[src/rtl/radius_attribute_deframer_macros.svh]
// ---------------------------------------------------------------------------
// Assertion macros for the RADIUS attribute deframer
// ---------------------------------------------------------------------------
`ifndef RADIUS_ATTRIBUTE_DEFRAMER_MACROS_SVH
`define RADIUS_ATTRIBUTE_DEFRAMER_MACROS_SVH

// antecedent implies consequent in the same cycle
`define RAD_ASSERT_IMPL(lbl, clk, rst_n, ante, cons) \
  lbl: assert property (@(posedge clk) disable iff (!rst_n) (ante) |-> (cons)) \
    else $error("rad: implication check failed");

// antecedent implies consequent in the next cycle
`define RAD_ASSERT_NEXT(lbl, clk, rst_n, ante, cons) \
  lbl: assert property (@(posedge clk) disable iff (!rst_n) (ante) |=> (cons)) \
    else $error("rad: next-cycle check failed");

`endif

[src/rtl/rad_pkg.sv]
// ---------------------------------------------------------------------------
// rad_pkg
// Types, constants and the attribute class table of the RADIUS deframer.
// ---------------------------------------------------------------------------
`default_nettype none

package rad_pkg;

  localparam logic [15:0] MAX_PACKET_BYTES = 16'd4096;
  localparam logic [15:0] HEADER_BYTES     = 16'd20;
  localparam logic [15:0] POS_SAT          = 16'hFFFF;

  localparam int unsigned FIFO_DEPTH = 4;
  localparam int unsigned FIFO_PTR_W = $clog2(FIFO_DEPTH);
  localparam int unsigned FIFO_CNT_W = $clog2(FIFO_DEPTH + 1);

  // value classes
  localparam logic [2:0] CLS_STRING = 3'd0;
  localparam logic [2:0] CLS_ENCR   = 3'd1;
  localparam logic [2:0] CLS_CHAP   = 3'd2;
  localparam logic [2:0] CLS_IPADDR = 3'd3;
  localparam logic [2:0] CLS_INT    = 3'd4;
  localparam logic [2:0] CLS_BYTES  = 3'd5;
  localparam logic [2:0] CLS_VSA    = 3'd6;
  localparam logic [2:0] CLS_NONE   = 3'd7;

  // status codes
  localparam logic [2:0] ST_OK        = 3'd0;
  localparam logic [2:0] ST_SHORT_PKT = 3'd1;
  localparam logic [2:0] ST_BAD_LEN   = 3'd2;
  localparam logic [2:0] ST_BAD_CODE  = 3'd3;
  localparam logic [2:0] ST_EAP_NOMA  = 3'd4;
  localparam logic [2:0] ST_ATTR_LEN  = 3'd5;

  localparam logic [7:0] ATTR_EAP_MSG  = 8'd79;
  localparam logic [7:0] ATTR_MSG_AUTH = 8'd80;

  localparam logic KIND_RECORD  = 1'b0;
  localparam logic KIND_SUMMARY = 1'b1;

  typedef struct packed {
    logic [7:0] data_byte;
    logic       end_of_buffer;
  } in_t;

  typedef struct packed {
    logic        result_kind;
    logic [7:0]  attr_code;
    logic [2:0]  attr_class;
    logic [12:0] value_offset;
    logic [7:0]  value_length;
    logic [7:0]  packet_code;
    logic [7:0]  packet_ident;
    logic [15:0] packet_length;
    logic [63:0] auth_high;
    logic [63:0] auth_low;
    logic [2:0]  status;
    logic        last;
  } out_t;

  // one queued transaction: an optional record and an optional summary
  typedef struct packed {
    logic        has_rec;
    logic [7:0]  attr_code;
    logic [2:0]  attr_class;
    logic [12:0] value_offset;
    logic [7:0]  value_length;
    logic        has_sum;
    logic [7:0]  packet_code;
    logic [7:0]  packet_ident;
    logic [15:0] packet_length;
    logic [63:0] auth_high;
    logic [63:0] auth_low;
    logic [2:0]  status;
  } ev_t;

  typedef struct packed {
    logic empty;
    logic full;
  } fifo_stat_t;

  function automatic logic [2:0] class_of(input logic [7:0] c);
    logic [2:0] r;
    case (c)
      8'd1, 8'd11, 8'd18, 8'd22, 8'd34, 8'd35, 8'd60, 8'd63: r = CLS_STRING;
      8'd2:                                                  r = CLS_ENCR;
      8'd3:                                                  r = CLS_CHAP;
      8'd4, 8'd8, 8'd9, 8'd14:                               r = CLS_IPADDR;
      8'd5, 8'd6, 8'd7, 8'd10, 8'd12, 8'd13, 8'd15, 8'd16,
      8'd27, 8'd28, 8'd29, 8'd37, 8'd38, 8'd61, 8'd62:       r = CLS_INT;
      8'd19, 8'd20, 8'd24, 8'd25, 8'd30, 8'd31, 8'd32, 8'd33,
      8'd36, 8'd39, 8'd79, 8'd80:                            r = CLS_BYTES;
      8'd26:                                                 r = CLS_VSA;
      default:                                               r = CLS_NONE;
    endcase
    return r;
  endfunction

endpackage

`default_nettype wire

[src/rtl/rad_front.sv]
// ---------------------------------------------------------------------------
// rad_front
// Byte parser: captures the header, walks the attributes and queues
// record and summary transactions.
// ---------------------------------------------------------------------------
`default_nettype none

module rad_front (
  input  wire logic         clk_i,
  input  wire logic         rst_ni,
  input  wire logic         in_valid_i,
  output logic              in_ready_o,
  input  wire rad_pkg::in_t in_data_i,
  input  wire rad_pkg::fifo_stat_t fifo_stat_i,
  output logic              push_o,
  output rad_pkg::ev_t      ev_o
);
  import rad_pkg::*;

  logic [15:0] pos_q, pos_d;
  logic [15:0] dl_q, dl_d;
  logic [7:0]  hcode_q, hcode_d;
  logic [7:0]  hident_q, hident_d;
  logic [63:0] auth0_q, auth0_d;
  logic [63:0] auth1_q, auth1_d;
  logic [15:0] nas_q, nas_d;
  logic [7:0]  cur_q, cur_d;
  logic [2:0]  err_q, err_d;
  logic        eap_q, eap_d;
  logic        ma_q, ma_d;

  logic        acc;
  logic [7:0]  b;
  logic        walking;
  logic        rec;
  logic [2:0]  cls;
  logic [16:0] pos_p1, nas_p1, nas_pb;
  logic [15:0] cnt;
  logic [2:0]  st;

  assign in_ready_o = !fifo_stat_i.full;
  assign acc        = in_valid_i && in_ready_o;
  assign b          = in_data_i.data_byte;
  assign cls        = class_of(cur_q);
  assign pos_p1     = {1'b0, pos_q} + 17'd1;
  assign nas_p1     = {1'b0, nas_q} + 17'd1;
  assign nas_pb     = {1'b0, nas_q} + {9'd0, b};
  assign walking    = (pos_q >= HEADER_BYTES) && (err_q == ST_OK) &&
                      (dl_q <= MAX_PACKET_BYTES) && (pos_q < dl_q);

  always_comb begin
    hcode_d  = hcode_q;
    hident_d = hident_q;
    dl_d     = dl_q;
    auth0_d  = auth0_q;
    auth1_d  = auth1_q;
    nas_d    = nas_q;
    cur_d    = cur_q;
    err_d    = err_q;
    eap_d    = eap_q;
    ma_d     = ma_q;
    rec      = 1'b0;
    if (pos_q == 16'd0) begin
      hcode_d = b;
    end else if (pos_q == 16'd1) begin
      hident_d = b;
    end else if (pos_q == 16'd2) begin
      dl_d = {b, 8'h00};
    end else if (pos_q == 16'd3) begin
      dl_d = {dl_q[15:8], b};
    end else if (pos_q < 16'd12) begin
      auth0_d = {auth0_q[55:0], b};
    end else if (pos_q < HEADER_BYTES) begin
      auth1_d = {auth1_q[55:0], b};
    end else if (walking) begin
      if (pos_q == nas_q) begin
        cur_d = b;
        if (pos_p1 >= {1'b0, dl_q}) begin
          err_d = ST_ATTR_LEN;
        end
      end else if ({1'b0, pos_q} == nas_p1) begin
        if (b < 8'd2 || nas_pb > {1'b0, dl_q}) begin
          err_d = ST_ATTR_LEN;
        end else if (cls == CLS_NONE) begin
          err_d = ST_BAD_CODE;
        end else begin
          rec   = 1'b1;
          nas_d = nas_pb[15:0];
          if (cur_q == ATTR_EAP_MSG) begin
            eap_d = 1'b1;
          end
          if (cur_q == ATTR_MSG_AUTH) begin
            ma_d = 1'b1;
          end
        end
      end
    end
    pos_d = (pos_q != POS_SAT) ? pos_p1[15:0] : pos_q;
  end

  assign cnt = pos_d;

  always_comb begin
    if (cnt < HEADER_BYTES) begin
      st = ST_SHORT_PKT;
    end else if (dl_d > cnt || dl_d > MAX_PACKET_BYTES) begin
      st = ST_BAD_LEN;
    end else if (err_d != ST_OK) begin
      st = err_d;
    end else if (eap_d && !ma_d) begin
      st = ST_EAP_NOMA;
    end else begin
      st = ST_OK;
    end
  end

  always_comb begin
    ev_o               = '0;
    ev_o.has_rec       = rec;
    if (rec) begin
      ev_o.attr_code    = cur_q;
      ev_o.attr_class   = cls;
      ev_o.value_offset = 13'(nas_q + 16'd2);
      ev_o.value_length = b - 8'd2;
    end
    ev_o.has_sum       = in_data_i.end_of_buffer;
    if (in_data_i.end_of_buffer) begin
      ev_o.packet_code   = hcode_d;
      ev_o.packet_ident  = hident_d;
      ev_o.packet_length = dl_d;
      ev_o.auth_high     = auth0_d;
      ev_o.auth_low      = auth1_d;
      ev_o.status        = st;
    end
  end

  assign push_o = acc && (rec || in_data_i.end_of_buffer);

  always_ff @(posedge clk_i or negedge rst_ni) begin
    if (!rst_ni) begin
      pos_q    <= '0;
      dl_q     <= '0;
      hcode_q  <= '0;
      hident_q <= '0;
      auth0_q  <= '0;
      auth1_q  <= '0;
      nas_q    <= HEADER_BYTES;
      cur_q    <= '0;
      err_q    <= ST_OK;
      eap_q    <= 1'b0;
      ma_q     <= 1'b0;
    end else if (acc) begin
      if (in_data_i.end_of_buffer) begin
        pos_q    <= '0;
        dl_q     <= '0;
        hcode_q  <= '0;
        hident_q <= '0;
        auth0_q  <= '0;
        auth1_q  <= '0;
        nas_q    <= HEADER_BYTES;
        cur_q    <= '0;
        err_q    <= ST_OK;
        eap_q    <= 1'b0;
        ma_q     <= 1'b0;
      end else begin
        pos_q    <= pos_d;
        dl_q     <= dl_d;
        hcode_q  <= hcode_d;
        hident_q <= hident_d;
        auth0_q  <= auth0_d;
        auth1_q  <= auth1_d;
        nas_q    <= nas_d;
        cur_q    <= cur_d;
        err_q    <= err_d;
        eap_q    <= eap_d;
        ma_q     <= ma_d;
      end
    end
  end

endmodule

`default_nettype wire

[src/rtl/rad_fifo.sv]
// ---------------------------------------------------------------------------
// rad_fifo
// Short transaction queue between parser and output stage.
// ---------------------------------------------------------------------------
`default_nettype none

module rad_fifo (
  input  wire logic           clk_i,
  input  wire logic           rst_ni,
  input  wire logic           push_i,
  input  wire rad_pkg::ev_t   push_data_i,
  input  wire logic           pop_i,
  output rad_pkg::ev_t        head_o,
  output rad_pkg::fifo_stat_t stat_o
);
  import rad_pkg::*;

  localparam logic [FIFO_CNT_W-1:0] CNT_FULL = FIFO_CNT_W'(FIFO_DEPTH);
  localparam logic [FIFO_PTR_W-1:0] PTR_LAST = FIFO_PTR_W'(FIFO_DEPTH - 1);

  ev_t                   mem_q [FIFO_DEPTH];
  logic [FIFO_PTR_W-1:0] wr_q, rd_q;
  logic [FIFO_CNT_W-1:0] cnt_q;
  logic                  do_push, do_pop;

  assign stat_o.empty = (cnt_q == '0);
  assign stat_o.full  = (cnt_q == CNT_FULL);
  assign do_push      = push_i && !stat_o.full;
  assign do_pop       = pop_i && !stat_o.empty;
  assign head_o       = mem_q[rd_q];

  always_ff @(posedge clk_i) begin
    if (do_push) begin
      mem_q[wr_q] <= push_data_i;
    end
  end

  always_ff @(posedge clk_i or negedge rst_ni) begin
    if (!rst_ni) begin
      wr_q  <= '0;
      rd_q  <= '0;
      cnt_q <= '0;
    end else begin
      if (do_push) begin
        wr_q <= (wr_q == PTR_LAST) ? '0 : wr_q + 1'b1;
      end
      if (do_pop) begin
        rd_q <= (rd_q == PTR_LAST) ? '0 : rd_q + 1'b1;
      end
      case ({do_push, do_pop})
        2'b10:   cnt_q <= cnt_q + 1'b1;
        2'b01:   cnt_q <= cnt_q - 1'b1;
        default: cnt_q <= cnt_q;
      endcase
    end
  end

endmodule

`default_nettype wire

[src/rtl/rad_back.sv]
// ---------------------------------------------------------------------------
// rad_back
// Output stage: unpacks queued transactions into record and summary
// results through a registered output.
// ---------------------------------------------------------------------------
`default_nettype none
`include "radius_attribute_deframer_macros.svh"

module rad_back (
  input  wire logic           clk_i,
  input  wire logic           rst_ni,
  input  wire rad_pkg::ev_t   head_i,
  input  wire rad_pkg::fifo_stat_t fifo_stat_i,
  output logic                pop_o,
  output logic                out_valid_o,
  input  wire logic           out_ready_i,
  output rad_pkg::out_t       out_data_o
);
  import rad_pkg::*;

  logic  out_valid_q, out_valid_d;
  out_t  out_q, out_d;
  logic  phase_q, phase_d;
  logic  load, head_valid;
  out_t  rec_w, sum_w;

  assign head_valid = !fifo_stat_i.empty;
  assign load       = !out_valid_q || out_ready_i;

  always_comb begin
    rec_w              = '0;
    rec_w.result_kind  = KIND_RECORD;
    rec_w.attr_code    = head_i.attr_code;
    rec_w.attr_class   = head_i.attr_class;
    rec_w.value_offset = head_i.value_offset;
    rec_w.value_length = head_i.value_length;
    sum_w               = '0;
    sum_w.result_kind   = KIND_SUMMARY;
    sum_w.packet_code   = head_i.packet_code;
    sum_w.packet_ident  = head_i.packet_ident;
    sum_w.packet_length = head_i.packet_length;
    sum_w.auth_high     = head_i.auth_high;
    sum_w.auth_low      = head_i.auth_low;
    sum_w.status        = head_i.status;
    sum_w.last          = 1'b1;
  end

  always_comb begin
    out_valid_d = out_valid_q;
    out_d       = out_q;
    phase_d     = phase_q;
    pop_o       = 1'b0;
    if (load) begin
      out_valid_d = head_valid;
      if (head_valid) begin
        if (head_i.has_rec && !phase_q) begin
          out_d = rec_w;
          if (head_i.has_sum) begin
            phase_d = 1'b1;
          end else begin
            pop_o = 1'b1;
          end
        end else begin
          out_d   = sum_w;
          phase_d = 1'b0;
          pop_o   = 1'b1;
        end
      end
    end
  end

  always_ff @(posedge clk_i or negedge rst_ni) begin
    if (!rst_ni) begin
      out_valid_q <= 1'b0;
      phase_q     <= 1'b0;
    end else begin
      out_valid_q <= out_valid_d;
      phase_q     <= phase_d;
    end
  end

  always_ff @(posedge clk_i) begin
    out_q <= out_d;
  end

  assign out_valid_o = out_valid_q;
  assign out_data_o  = out_q;

  `RAD_ASSERT_IMPL(a_phase_head, clk_i, rst_ni, phase_q,
                   head_valid && head_i.has_rec && head_i.has_sum)
  `RAD_ASSERT_NEXT(a_phase_set, clk_i, rst_ni,
                   load && head_valid && head_i.has_rec && head_i.has_sum && !phase_q,
                   phase_q && out_valid_q && (out_q.result_kind == KIND_RECORD))
  `RAD_ASSERT_IMPL(a_last_kind, clk_i, rst_ni, out_valid_q,
                   out_q.last == out_q.result_kind)

endmodule

`default_nettype wire

[src/rtl/radius_attribute_deframer.sv]
// ---------------------------------------------------------------------------
// radius_attribute_deframer
// Parses a received RADIUS packet byte by byte into attribute records and
// a closing packet summary.
// ---------------------------------------------------------------------------
//  channel | direction | handshake               | payload
//  in      | input     | in_valid_i / in_ready_o | in_data_i  (rad_pkg::in_t)
//  out     | output    | out_valid_o/out_ready_i | out_data_o (rad_pkg::out_t)
//
//  One byte per cycle while the queue has room; each result is queued and
//  then registered. A final byte that also closes an attribute yields a
//  record and then a summary, both sent through the single output register.
//  A four-entry transaction queue decouples parser and output; in_ready_o
//  drops only while it is full.
//  Reset clears the parser to packet start at once; no clearing pass.
// ---------------------------------------------------------------------------
`default_nettype none

module radius_attribute_deframer (
  input  wire logic    clk_i,
  input  wire logic    rst_ni,
  input  wire logic    in_valid_i,
  output logic         in_ready_o,
  input  wire rad_pkg::in_t in_data_i,
  output logic         out_valid_o,
  input  wire logic    out_ready_i,
  output rad_pkg::out_t out_data_o
);
  import rad_pkg::*;

  fifo_stat_t fstat;
  ev_t        push_ev, head_ev;
  logic       push, pop;

  rad_front u_front (
    .clk_i       (clk_i),
    .rst_ni      (rst_ni),
    .in_valid_i  (in_valid_i),
    .in_ready_o  (in_ready_o),
    .in_data_i   (in_data_i),
    .fifo_stat_i (fstat),
    .push_o      (push),
    .ev_o        (push_ev)
  );

  rad_fifo u_fifo (
    .clk_i       (clk_i),
    .rst_ni      (rst_ni),
    .push_i      (push),
    .push_data_i (push_ev),
    .pop_i       (pop),
    .head_o      (head_ev),
    .stat_o      (fstat)
  );

  rad_back u_back (
    .clk_i       (clk_i),
    .rst_ni      (rst_ni),
    .head_i      (head_ev),
    .fifo_stat_i (fstat),
    .pop_o       (pop),
    .out_valid_o (out_valid_o),
    .out_ready_i (out_ready_i),
    .out_data_o  (out_data_o)
  );

endmodule

`default_nettype wire
[config.mk]
export PLATFORM = sky130hd
export DESIGN_NAME = radius_attribute_deframer
export DESIGN_NICKNAME = d
export VERILOG_FILES = /design/src/rtl/rad_pkg.sv /design/src/rtl/rad_front.sv /design/src/rtl/rad_fifo.sv /design/src/rtl/rad_back.sv /design/src/rtl/radius_attribute_deframer.sv
export VERILOG_INCLUDE_DIRS = /design/src /design/src/rtl
export SDC_FILE = /design/constraint.sdc
export NUM_CORES = 1
export LEC_CHECK = 0
export ABC_AREA = 1
export BUFFER_PORTS_ARGS = -buffer_cell sky130_fd_sc_hd__buf_2
export CAP_MARGIN = 5
export CORE_MARGIN = 2
export CORE_UTILIZATION = 55
export CTS_CLUSTER_DIAMETER = 150
export DETAILED_ROUTE_END_ITERATION = 16
export GPL_ROUTABILITY_DRIVEN = 0
export PLACE_DENSITY_LB_ADDON = 0.2
export SYNTH_ARGS = -nofsm -noshare
export SYNTH_HDL_FRONTEND = slang
export SYNTH_SLANG_ARGS = --single-unit
[constraint.sdc]
create_clock -name clk_i -period 21.1 [get_ports clk_i]
set_input_delay 6.33 -clock clk_i [delete_from_list [all_inputs] [get_ports clk_i]]
set_output_delay 6.33 -clock clk_i [all_outputs]
set_load 0.02 [all_outputs]
Yosys cells after proc, flatten, opt, wreduce, memory -nomap -nowiden
Memories as Yosys holds them, arrays and structs flattened.
Cells that the tools add are included.
Storage, ports and cells
  register bits after elaboration: 411
  memories: 2
  memory bits (writable): 788
  ROM bits: 384
Memory list
  u_fifo.mem_q: depth 4, width 197, rd ports 1, clocked after memory_dff 0, wr ports 1, line rad_fifo.sv:21  | ev_t mem_q [FIFO_DEPTH];
  (name not given): depth 128, width 3, rd ports 1, clocked after memory_dff 0, wr ports 0, line rad_pkg.sv:84  | case (c)
Operators by class
  $add $sub $neg: 9
  bitwise logic cells: 1
  equal/unequal tests: 24
  reductions and logical operators: 30
  mux-type cells: 115
  magnitude comparators: 11
Operators with widths (count)
  $mux W64: 13
  $mux W16: 18
  $mux W197: 1
  $mux W163: 1
  $mux W8: 15
  $mux W3: 18
  $mux W1: 45
  $add A16 B1 Y17 const B: 2
  $eq A16 B2 Y1 const B: 2
  $lt A16 B5 Y1 const B: 2
  $mux W32: 1
  $ne A2 B2 Y1 const B: 10
  $add A16 B8 Y17: 1
  $eq A16 B17 Y1: 1
  $ge A17 B16 Y1: 1
  $gt A17 B16 Y1: 1
  $eq A16 B1 Y1 const B: 1
  $eq A16 B16 Y1: 1
  $eq A8 B7 Y1 const B: 2
  $ge A16 B5 Y1 const B: 1
  $gt A16 B13 Y1 const B: 1
  $gt A16 B16 Y1: 1
  $le A16 B13 Y1 const B: 1
  $logic_not A16 Y1: 1
  25 further kinds: 49

Depth between registers and ports, before layout
Gate-level depths: netlist (run 1).
An unclocked memory read counts as a cell.
  depth after elaboration: 21
  mapped depth: 30

By module
Synthesis (run 1) repeated with hierarchy kept, for this count alone.
Second synthesis, totals
  cells, all modules: 4999
  area total of the unflattened synthesis: 54038.1 µm²
Modules (own cells, without submodules)
  rad_fifo: area each 32025.7 µm², cells each 2359, times used 1
  rad_front: area each 14246.2 µm², cells each 2017, times used 1
  rad_back: area each 7766.2 µm², cells each 623, times used 1

Least setup slack after synthesis (run 1)
No wires, ideal clock.
  path kind: input to register
  start point: input in_data_i[7] in the netlist's numbering
  end point: memory u_fifo.mem_q[0][0] in the netlist's numbering (enable)
  stages: 21
  arrival time: 17.342 ns
  library setup time: 0.758 ns
  slack: 3.000 ns
  cell sequence: ha_1 > inv_1 > o311ai_0 > nand2_1 > a21oi_1 > nand2_1 > nor2_1 > xor2_1 > inv_1 > ha_1 > nand2_1 > inv_1 > nand2_1 > nand2_1 > nand2_1 > nand2_1 > a21oi_1 > nand3_4 > inv_2 > o21ai_2 > nor2_1
RTL lines
  start, declared: line radius_attribute_deframer.sv:24  | input wire rad_pkg::in_t in_data_i,
  end, declared: line rad_fifo.sv:21

==> results of run 1 <==
## final timing paths
check / depth (start not counted) / startpoint / slack (ps) / to
max in group asynchronous: 2 / rst_ni / 13840 / u_front.auth0_q[48]
min in group asynchronous: 1 / rst_ni / 5630 / u_front.auth0_q[9]
setup reg to reg: 23 / u_front.nas_q[6] / 14240 / u_fifo.mem_q[2][123]
hold reg to reg: 2 / u_front.hident_q[0] / 490 / u_front.hident_q[0]
setup / recovery: 26 / in_data_i[5] / 8880 / u_fifo.mem_q[2][123]
hold / removal: 2 / u_front.hident_q[0] / 490 / u_front.hident_q[0]
## critical path: stages
cell,delay [ps]
sky130_fd_sc_hd__buf_2,220
sky130_fd_sc_hd__ha_1,410
sky130_fd_sc_hd__inv_1,80
sky130_fd_sc_hd__nor4_1,300
sky130_fd_sc_hd__nand2_1,100
sky130_fd_sc_hd__o311ai_0,180
sky130_fd_sc_hd__nand2_1,100
sky130_fd_sc_hd__a21oi_1,250
sky130_fd_sc_hd__nand2_1,150
sky130_fd_sc_hd__xor2_1,250
sky130_fd_sc_hd__inv_1,70
sky130_fd_sc_hd__ha_1,270
sky130_fd_sc_hd__nand2_1,90
sky130_fd_sc_hd__o21a_1,140
sky130_fd_sc_hd__nand2_1,50
sky130_fd_sc_hd__nand2_1,50
sky130_fd_sc_hd__nand2_1,50
sky130_fd_sc_hd__nand2_1,60
sky130_fd_sc_hd__nand2_1,60
sky130_fd_sc_hd__a21oi_1,330
sky130_fd_sc_hd__nand3_4,540
sky130_fd_sc_hd__inv_2,300
sky130_fd_sc_hd__o21ai_2,270
sky130_fd_sc_hd__nor2_4,220
sky130_fd_sc_hd__buf_12,700
sky130_fd_sc_hd__buf_4,850
## logic make-up (layout without fill, tap and decap cells)
kind of cell,Yosys count,count (layout),synth area share (%)
AO/OA/AOI/OAI,1055,1055,11.5
XOR/XNOR,53,53,0.908
adder cells (fa/ha/maj),95,95,2.35
buffers and inverters,754,960,5.71
flip-flops,1198,1198,68.3
other,1,5,0.00733
AND/OR/NAND/NOR,1430,1430,11.2
## power by group
part,internal (mW),switching (mW)
registers,3.27,0.181
logic,0.782,2.11
clock network,1.22,0.885
## registers in the layout (all words and copies together), names as in the netlist, 3 cells and up
signal / flops
u_front.hcode_q: 8
u_front.hident_q: 8
u_front.pos_q: 16
u_front.auth1_q: 64
u_front.nas_q: 16
u_front.dl_q: 16
u_fifo.cnt_q: 3
u_front.auth0_q: 64
u_back.out_data_o: 196
u_fifo.mem_q: 788
u_front.cur_q: 8
u_front.err_q: 3
## cell type report
class                      instances  area share (%)
antenna                            1         0.00439
clock buffer                     157            5.63
clock inverter                    66            1.26
inverter                         493            3.28
multi-input combinational       2637            23.4
sequential                      1198            61.2
tap                             1243            2.73
timing repair buffer             244            2.44
## cell usage in the layout (no fill, tap or decap), drive strengths merged, types with 93 or more instances in the layout
cell / Yosys / routed
edfxtp: 984 / 984
nor2: 752 / 752
o21ai: 597 / 597
nand2: 573 / 573
inv: 492 / 498
o22ai: 342 / 342
buf: 35 / 244
dfrtp: 212 / 212
clkbuf: 226 / 157
ha: 93 / 93
## per-layer routing
metal  vias to the layer above  wire length [um]
li1                      16100                 -
met1                     16700             52600
met2                      1183             58400
met3                       199              8320
met4                         2              3070
met5                         -                11
==> flow_summary.html, run 1 <==
<table>
<tr><th>Metric</th><th>Value</th></tr>
<tr><th colspan="2">Clock tree</th></tr>
<tr><td>Maximum count of clock buffers along a single path</td><td>3</td></tr>
<tr><td>Clock slew at the register clock pins of the worst setup and hold paths</td><td>60 ps</td></tr>
<tr><td>Library cell used as clock root buffer</td><td>sky130_fd_sc_hd__clkbuf_16</td></tr>
<tr><td>Number of H-tree levels</td><td>3</td></tr>
<tr><td>Worst-Skew Late Latency</td><td>720 ps</td></tr>
<tr><td>Number of clock sinks</td><td>1,198</td></tr>
<tr><td>Clock tree from TritonCTS</td><td>yes</td></tr>
<tr><td>Post-cts resize count</td><td>0</td></tr>
<tr><td>Post-CTS setup-driven buffer insertion count</td><td>0</td></tr>
<tr><td>Number of buffers inserted by hold repair at cts</td><td>0</td></tr>
<tr><td>Number of CTS-inserted buffers</td><td>118</td></tr>
<tr><th colspan="2">Place</th></tr>
<tr><td>Port Buffer Count</td><td>211</td></tr>
<tr><td>Post-placement cell area</td><td>53,100 sq um</td></tr>
<tr><td>Setup Slack @ Placement</td><td>8230 ps</td></tr>
<tr><td>Placed cells</td><td>5,815</td></tr>
<tr><td>Post-detail-place hpwl</td><td>71,100 um</td></tr>
<tr><th colspan="2">Final layout</th></tr>
<tr><td>Final net count</td><td>4,800</td></tr>
<tr><td>Filler cell count in the final layout</td><td>7,209</td></tr>
<tr><td>Area growth, synth to finish</td><td>11.5%</td></tr>
<tr><td>Final cell count without fillers</td><td>6,039</td></tr>
<tr><td>Area used by multi-input combinational logic</td><td>13,400 sq um</td></tr>
<tr><td>Storage element area</td><td>34,900 sq um</td></tr>
<tr><td>Utilization after layout</td><td>62.0%</td></tr>
<tr><td>Cell area after layout</td><td>57,000 sq um</td></tr>
<tr><td>Fraction of final layout cells with drive strength greater than 1</td><td>10.4%</td></tr>
<tr><th colspan="2">Timing</th></tr>
<tr><td>Ratio of final minimum period to clock period</td><td>57.9%</td></tr>
<tr><td>Total Negative Setup Slacks</td><td>0 ps</td></tr>
<tr><td>Setup skew after layout</td><td>40.3 ps</td></tr>
<tr><td>Minimum clock period after layout</td><td>12,220 ps</td></tr>
<tr><td>Max Slew Vio Count</td><td>0</td></tr>
<tr><td>Transition time at the pin with the least slew margin</td><td>1180 ps</td></tr>
<tr><td>Number of hold violations in the final report</td><td>0</td></tr>
<tr><td>Final setup violation count</td><td>0</td></tr>
<tr><td>Highest achievable clock rate</td><td>81.8 MHz</td></tr>
<tr><td>Worst rel slew slack</td><td>20.4%</td></tr>
<tr><td>Worst-case hold slack</td><td>490 ps</td></tr>
<tr><td>Worst-case setup margin in the final layout</td><td>8880 ps</td></tr>
<tr><td>Setup repair after global routing missed its margin</td><td>false</td></tr>
<tr><th colspan="2">Drt</th></tr>
<tr><td>Post-DR vias/cell</td><td>5.65</td></tr>
<tr><td>Final Routed Wirelength</td><td>122,000 um</td></tr>
<tr><td>Number of nets with antenna violations after routing</td><td>0</td></tr>
<tr><td>Remaining routing DRC violations</td><td>0</td></tr>
<tr><td>Average wire per cell in the routed design</td><td>20.3 um</td></tr>
<tr><td>Detailed Routing Iterations Pass 1</td><td>8</td></tr>
<tr><td>Number of DRC markers in iteration 0</td><td>3,292</td></tr>
<tr><td>Via count</td><td>34,100</td></tr>
<tr><th colspan="2">Yosys</th></tr>
<tr><td>Cells after synthesis</td><td>4,586</td></tr>
<tr><td>Post-synth design cell area</td><td>51,100 sq um</td></tr>
<tr><td>Proportion of synthesized chip area in sequential cells</td><td>68.3%</td></tr>
<tr><td>Most used DFF post-synth</td><td>sky130_fd_sc_hd__edfxtp_1</td></tr>
<tr><td>Leading area contributor after synthesis</td><td>sky130_fd_sc_hd__edfxtp_1</td></tr>
<tr><td>Proportion of register bits with asynchronous set or reset after synthesis</td><td>17.9%</td></tr>
<tr><td>Total of warnings raised by yosys</td><td>0</td></tr>
<tr><td>Yosys top cell area share</td><td>57.8%</td></tr>
<tr><td>Most repeated cell in the gate-level netlist after synthesis</td><td>sky130_fd_sc_hd__edfxtp_1</td></tr>
<tr><td>Post-synthesis cell type count</td><td>59</td></tr>
<tr><td>Flop and latch count out of synthesis</td><td>1,198</td></tr>
<tr><td>Average instance area after synthesis</td><td>11.1 sq um</td></tr>
<tr><td>Most numerous cell types in the synthesized netlist</td><td>sky130_fd_sc_hd__edfxtp_1 (984), sky130_fd_sc_hd__nor2_1 (741), sky130_fd_sc_hd__nand2_1 (565), sky130_fd_sc_hd__o21ai_0 (516), sky130_fd_sc_hd__inv_1 (479)</td></tr>
<tr><td>Most area-consuming cells after synthesis</td><td>sky130_fd_sc_hd__edfxtp_1 (58%), sky130_fd_sc_hd__dfrtp_1 (10%), sky130_fd_sc_hd__nor2_1 (5.4%)</td></tr>
<tr><td>Count of flip-flops with a built-in enable after synthesis</td><td>984</td></tr>
<tr><th colspan="2">Floorplanning</th></tr>
<tr><td>I/O pin count</td><td>212</td></tr>
<tr><td>Number of placement rows</td><td>111</td></tr>
<tr><td>Floorplan core area</td><td>91,900 sq um</td></tr>
<tr><td>Die Wd</td><td>309 um</td></tr>
<tr><td>Total die area</td><td>95,400 sq um</td></tr>
<tr><td>Overall die height</td><td>309 um</td></tr>
<tr><td>Starting utilization of the core area</td><td>55.6%</td></tr>
<tr><th colspan="2">Critical path</th></tr>
<tr><td>CP Capture Type</td><td>register</td></tr>
<tr><td>Kind of launch point of the worst setup path</td><td>primary input</td></tr>
<tr><td>Endpoint required time on the critical path</td><td>21,400 ps</td></tr>
<tr><td>Crit path arrival time</td><td>12,520 ps</td></tr>
<tr><td>Type of the setup path with the least slack</td><td>primary input to register</td></tr>
<tr><td>Worst Path Max Fanout</td><td>139</td></tr>
<tr><th colspan="2">Power</th></tr>
<tr><td>Power per cell area</td><td>148 nW/um^2</td></tr>
<tr><td>Worst-case vdd ir drop</td><td>0.139 mV</td></tr>
<tr><td>Cell leakage power</td><td>23.3 nW</td></tr>
<tr><td>Total chip power</td><td>8.44 mW</td></tr>
<tr><th colspan="2">GRT</th></tr>
<tr><td>Global routing met3 resource utilization</td><td>3.95%</td></tr>
<tr><td>Grt ovf</td><td>0</td></tr>
<tr><td>Number of antenna violations at the first check in global routing</td><td>3</td></tr>
<tr><td>Pin count of the biggest net entering global routing</td><td>208</td></tr>
<tr><td>Total routing usage reported by global routing</td><td>25.6%</td></tr>
<tr><td>M2 GR Usage</td><td>41.5%</td></tr>
<tr><td>Vias in the first global route</td><td>32,700</td></tr>
<tr><td>GR peak layer</td><td>met2</td></tr>
<tr><td>Met1 global-route usage</td><td>35.9%</td></tr>
<tr><td>First-pass GRT wire length</td><td>188,000 um</td></tr>
<tr><th colspan="2">Hold path</th></tr>
<tr><td>Path category of the worst min-delay check</td><td>register to register</td></tr>
<tr><th colspan="2">Run status</th></tr>
<tr><td>Status</td><td>completed</td></tr>
<tr><th colspan="2">Flow run</th></tr>
<tr><td>Number of violations of the max-capacitance limit</td><td>0</td></tr>
</table>
No activity file was read; power rests on OpenSTA's default activity.
==> run 2, diff against run 1 <==
--- a/config.mk
+++ b/config.mk
@@ -6,7 +6,7 @@
 export SDC_FILE = /design/constraint.sdc
 export NUM_CORES = 1
 export LEC_CHECK = 0
-export ABC_AREA = 1
+export ABC_AREA = 0
 export BUFFER_PORTS_ARGS = -buffer_cell sky130_fd_sc_hd__buf_2
 export CAP_MARGIN = 5
 export CORE_MARGIN = 2
==> constraint.sdc (replaced) <==
create_clock -name clk_i -period 10.42 [get_ports clk_i]
set_input_delay 3.126 -clock clk_i [delete_from_list [all_inputs] [get_ports clk_i]]
set_output_delay 3.126 -clock clk_i [all_outputs]
set_load 0.02 [all_outputs]
==> flow_summary.html, run 2 <==
<table>
<tr><th>Metric</th><th>Value</th></tr>
<tr><th colspan="2">Run status</th></tr>
<tr><td>Status</td><td>completed</td></tr>
<tr><th colspan="2">Floorplanning</th></tr>
<tr><td>Total die area</td><td>94,500 sq um</td></tr>
<tr><td>Starting utilization of the core area</td><td>55.3%</td></tr>
<tr><td>Floorplan core area</td><td>91,500 sq um</td></tr>
<tr><td>Number of placement rows</td><td>111</td></tr>
<tr><td>Die Wd</td><td>307 um</td></tr>
<tr><td>I/O pin count</td><td>212</td></tr>
<tr><td>Overall die height</td><td>307 um</td></tr>
<tr><th colspan="2">Clock tree</th></tr>
<tr><td>Post-CTS setup-driven buffer insertion count</td><td>0</td></tr>
<tr><td>Clock slew at the register clock pins of the worst setup and hold paths</td><td>60 ps</td></tr>
<tr><td>Number of CTS-inserted buffers</td><td>116</td></tr>
<tr><td>Maximum count of clock buffers along a single path</td><td>3</td></tr>
<tr><td>Number of H-tree levels</td><td>3</td></tr>
<tr><td>Clock tree from TritonCTS</td><td>yes</td></tr>
<tr><td>Post-cts resize count</td><td>0</td></tr>
<tr><td>Worst-Skew Late Latency</td><td>700 ps</td></tr>
<tr><td>Library cell used as clock root buffer</td><td>sky130_fd_sc_hd__clkbuf_16</td></tr>
<tr><td>Number of buffers inserted by hold repair at cts</td><td>0</td></tr>
<tr><td>Number of clock sinks</td><td>1,198</td></tr>
<tr><th colspan="2">Timing</th></tr>
<tr><td>Minimum clock period after layout</td><td>8410 ps</td></tr>
<tr><td>Worst-case hold slack</td><td>485 ps</td></tr>
<tr><td>Worst-case setup margin in the final layout</td><td>2010 ps</td></tr>
<tr><td>Number of hold violations in the final report</td><td>0</td></tr>
<tr><td>Highest achievable clock rate</td><td>119 MHz</td></tr>
<tr><td>Final setup violation count</td><td>0</td></tr>
<tr><td>Setup repair after global routing missed its margin</td><td>false</td></tr>
<tr><td>Worst rel slew slack</td><td>27.6%</td></tr>
<tr><td>Total Negative Setup Slacks</td><td>0 ps</td></tr>
<tr><td>Max Slew Vio Count</td><td>0</td></tr>
<tr><td>Transition time at the pin with the least slew margin</td><td>1090 ps</td></tr>
<tr><td>Ratio of final minimum period to clock period</td><td>80.7%</td></tr>
<tr><td>Setup skew after layout</td><td>34.8 ps</td></tr>
<tr><th colspan="2">Final layout</th></tr>
<tr><td>Final net count</td><td>3,637</td></tr>
<tr><td>Filler cell count in the final layout</td><td>6,654</td></tr>
<tr><td>Most flop-heavy register</td><td>u_fifo.mem_q</td></tr>
<tr><td>Antenna diode instance count</td><td>0</td></tr>
<tr><td>Commonest cells after routing, fill and taps aside</td><td>sky130_fd_sc_hd__edfxtp_1 (984), sky130_fd_sc_hd__nand2_1 (420), sky130_fd_sc_hd__and2_1 (212)</td></tr>
<tr><td>Utilization after layout</td><td>62.0%</td></tr>
<tr><td>Area growth, synth to finish</td><td>12.0%</td></tr>
<tr><td>Fraction of final layout cells with drive strength greater than 1</td><td>18.4%</td></tr>
<tr><td>Number of flip-flops under the largest register name</td><td>788</td></tr>
<tr><td>Commonest non-fill, non-tap cell in the layout</td><td>sky130_fd_sc_hd__edfxtp_1</td></tr>
<tr><th colspan="2">Place</th></tr>
<tr><td>Port Buffer Count</td><td>211</td></tr>
<tr><td>Post-detail-place hpwl</td><td>73,200 um</td></tr>
<tr><td>Setup Slack @ Placement</td><td>1390 ps</td></tr>
<tr><th colspan="2">Yosys</th></tr>
<tr><td>Cells after synthesis</td><td>3,363</td></tr>
<tr><td>Post-synth design cell area</td><td>50,600 sq um</td></tr>
<tr><td>Average instance area after synthesis</td><td>15.1 sq um</td></tr>
<tr><td>Most numerous cell types in the synthesized netlist</td><td>sky130_fd_sc_hd__edfxtp_1 (984), sky130_fd_sc_hd__nand2_1 (422), sky130_fd_sc_hd__and2_1 (217), sky130_fd_sc_hd__dfrtp_1 (212), sky130_fd_sc_hd__mux4_2 (196)</td></tr>
<tr><td>Post-synthesis cell type count</td><td>78</td></tr>
<tr><td>Compound-cell area share of the yosys netlist</td><td>7.46%</td></tr>
<tr><td>Yosys top cell area share</td><td>58.3%</td></tr>
<tr><td>Proportion of synthesized area in mux cells</td><td>9.20%</td></tr>
<tr><td>Total of warnings raised by yosys</td><td>0</td></tr>
<tr><td>Count of flip-flops with a built-in enable after synthesis</td><td>984</td></tr>
<tr><td>Most used DFF post-synth</td><td>sky130_fd_sc_hd__edfxtp_1</td></tr>
<tr><td>Proportion of register bits with asynchronous set or reset after synthesis</td><td>17.9%</td></tr>
<tr><td>Most repeated cell in the gate-level netlist after synthesis</td><td>sky130_fd_sc_hd__edfxtp_1</td></tr>
<tr><td>Flop and latch count out of synthesis</td><td>1,198</td></tr>
<tr><td>Post-synthesis xor/xnor area fraction</td><td>1.22%</td></tr>
<tr><td>Largest family of logic cells by synthesized area</td><td>multiplexers</td></tr>
<tr><td>Synthesized-area fraction occupied by and/or/nand/nor cells</td><td>8.69%</td></tr>
<tr><td>Most area-consuming cells after synthesis</td><td>sky130_fd_sc_hd__edfxtp_1 (58%), sky130_fd_sc_hd__dfrtp_1 (10%), sky130_fd_sc_hd__mux4_2 (8.7%)</td></tr>
<tr><td>Leading area contributor after synthesis</td><td>sky130_fd_sc_hd__edfxtp_1</td></tr>
<tr><td>Adder-cell area share of the yosys netlist</td><td>2.38%</td></tr>
<tr><td>Proportion of synthesized chip area in sequential cells</td><td>68.9%</td></tr>
<tr><th colspan="2">Critical path</th></tr>
<tr><td>Critical path's top delay family</td><td>compound AO/OA/AOI/OAI gates</td></tr>
<tr><td>Cell Chain, Critical Path</td><td>buf_2 &gt; ha_1 &gt; a21o_1 &gt; a21oi_1 &gt; o21bai_1 &gt; a21o_1 &gt; a21oi_1 &gt; nor2b_1 &gt; nor2_1 &gt; xnor2_1 &gt; ha_1 &gt; o21ai_0 &gt; nor2_1 &gt; a2111o_1 &gt; a2111oi_0 &gt; o21ai_0 &gt; nand2b_1 &gt; nand2b_1 &gt; a21oi_4 &gt; and2_4 &gt; buf_4</td></tr>
<tr><td>Worst Path Max Fanout</td><td>43</td></tr>
<tr><td>Delay of the slowest cell on the worst path</td><td>680 ps</td></tr>
<tr><td>Kind of launch point of the worst setup path</td><td>primary input</td></tr>
<tr><td>Type of the setup path with the least slack</td><td>primary input to register</td></tr>
<tr><td>CP bufs+invs</td><td>2</td></tr>
<tr><td>Crit path arrival time</td><td>8750 ps</td></tr>
<tr><td>RR Startpoint</td><td>u_front.nas_q[1]</td></tr>
<tr><td>Launching element of the worst setup path</td><td>in_data_i[2]</td></tr>
<tr><td>CP max-delay cell</td><td>sky130_fd_sc_hd__and2_4</td></tr>
<tr><td>CP Capture Type</td><td>register</td></tr>
<tr><td>Endpoint required time on the critical path</td><td>10,760 ps</td></tr>
<tr><th colspan="2">Drt</th></tr>
<tr><td>Via count</td><td>29,800</td></tr>
<tr><td>Number of DRC markers in iteration 0</td><td>3,435</td></tr>
<tr><td>Post-DR vias/cell</td><td>6.18</td></tr>
<tr><td>Average wire per cell in the routed design</td><td>24.4 um</td></tr>
<tr><td>Final Routed Wirelength</td><td>118,000 um</td></tr>
<tr><td>Number of nets with antenna violations after routing</td><td>0</td></tr>
<tr><td>Detailed Routing Iterations Pass 1</td><td>8</td></tr>
<tr><td>Remaining routing DRC violations</td><td>0</td></tr>
<tr><th colspan="2">GRT</th></tr>
<tr><td>Pin count of the biggest net entering global routing</td><td>101</td></tr>
<tr><td>Grt ovf</td><td>0</td></tr>
<tr><td>Total routing usage reported by global routing</td><td>25.0%</td></tr>
<tr><td>Number of antenna violations at the first check in global routing</td><td>4</td></tr>
<tr><td>First-pass GRT wire length</td><td>180,000 um</td></tr>
<tr><td>Vias in the first global route</td><td>29,500</td></tr>
<tr><th colspan="2">Power</th></tr>
<tr><td>Cell leakage power</td><td>20.6 nW</td></tr>
<tr><td>Power per cell area</td><td>278 nW/um^2</td></tr>
<tr><td>Worst-case vdd ir drop</td><td>0.193 mV</td></tr>
<tr><td>Total chip power</td><td>15.8 mW</td></tr>
<tr><th colspan="2">Hold path</th></tr>
<tr><td>Path category of the worst min-delay check</td><td>register to register</td></tr>
<tr><td>Origin of the worst min-delay path</td><td>u_front.hcode_q[5]</td></tr>
<tr><th colspan="2">Flow run</th></tr>
<tr><td>Number of violations of the max-capacitance limit</td><td>0</td></tr>
</table>
run 2: area by class of cell:
type	instances	area, sq um	area share (%)
well taps	1186	1480	2.62
inverters	58	228	0.401
clock buffers	165	3280	5.78
flip-flops and latches	1198	34900	61.5
multi-input cells	1896	14800	26.0
repair buffers	259	1530	2.70
clock inverters	55	537	0.946
run 2: worst paths after layout:
| path | endpoint | slack, ps | depth (start not counted) |
|---|---|---|---|
| max in group asynchronous | u_fifo.rd_q[0] | 6400 | 2 |
| min in group asynchronous | u_front.dl_q[11] | 2380 | 1 |
| worst max-delay path | u_fifo.mem_q[2][100] | 2010 | 21 |
| worst max register to register | u_fifo.mem_q[2][100] | 4160 | 20 |
| worst min-delay path | u_front.hcode_q[5] | 490 | 2 |
| worst min register to register | u_front.hcode_q[5] | 490 | 2 |
run 2: worst min-delay path: cells and delay by family, from the launching register on:
family           cells  cell delay (ps)
flip-flops           1              340
AO/OA/AOI/OAI        1               60
AND/OR/NAND/NOR      1               40
run 2: layer usage:
| layer | routed length [um] | up-vias | share of wire [%] | track usage [%] |
|---|---|---|---|---|
| met5 | 0 | - | 0 | 0 |
| met4 | 2740 | 0 | 2.3 | 6.90 |
| met3 | 9330 | 200 | 7.9 | 4.22 |
| met2 | 56100 | 1347 | 48 | 39.2 |
| met1 | 49400 | 15200 | 42 | 36.9 |
| li1 | - | 13000 | - | - |
run 2: kinds of logic after synthesis:
logic type	after synthesis
flops	1198
simple gates	914
compound gates	594
buf+inv	272
mux	220
fa+ha+maj	95
xor+xnor	69
other cells	1
run 2: per-stage QoR:
stage | area, sq um | std cells
final | 56700 | 4817
after floorplan | 50700 | 3366
after detailed placement | 52900 | 4597
after global routing | 56700 | 4817
after global placement | 52900 | 4597
after CTS | 56700 | 4817
run 2: report_power, final:
| group | switching (mW) | total, mW | internal [mW] |
|---|---|---|---|
| Combinational | 2.92 | 4.67 | 1.75 |
| Clock | 1.75 | 4.16 | 2.41 |
| Sequential | 0.488 | 6.94 | 6.46 |
| Total | 5.16 | 15.8 | 10.6 |
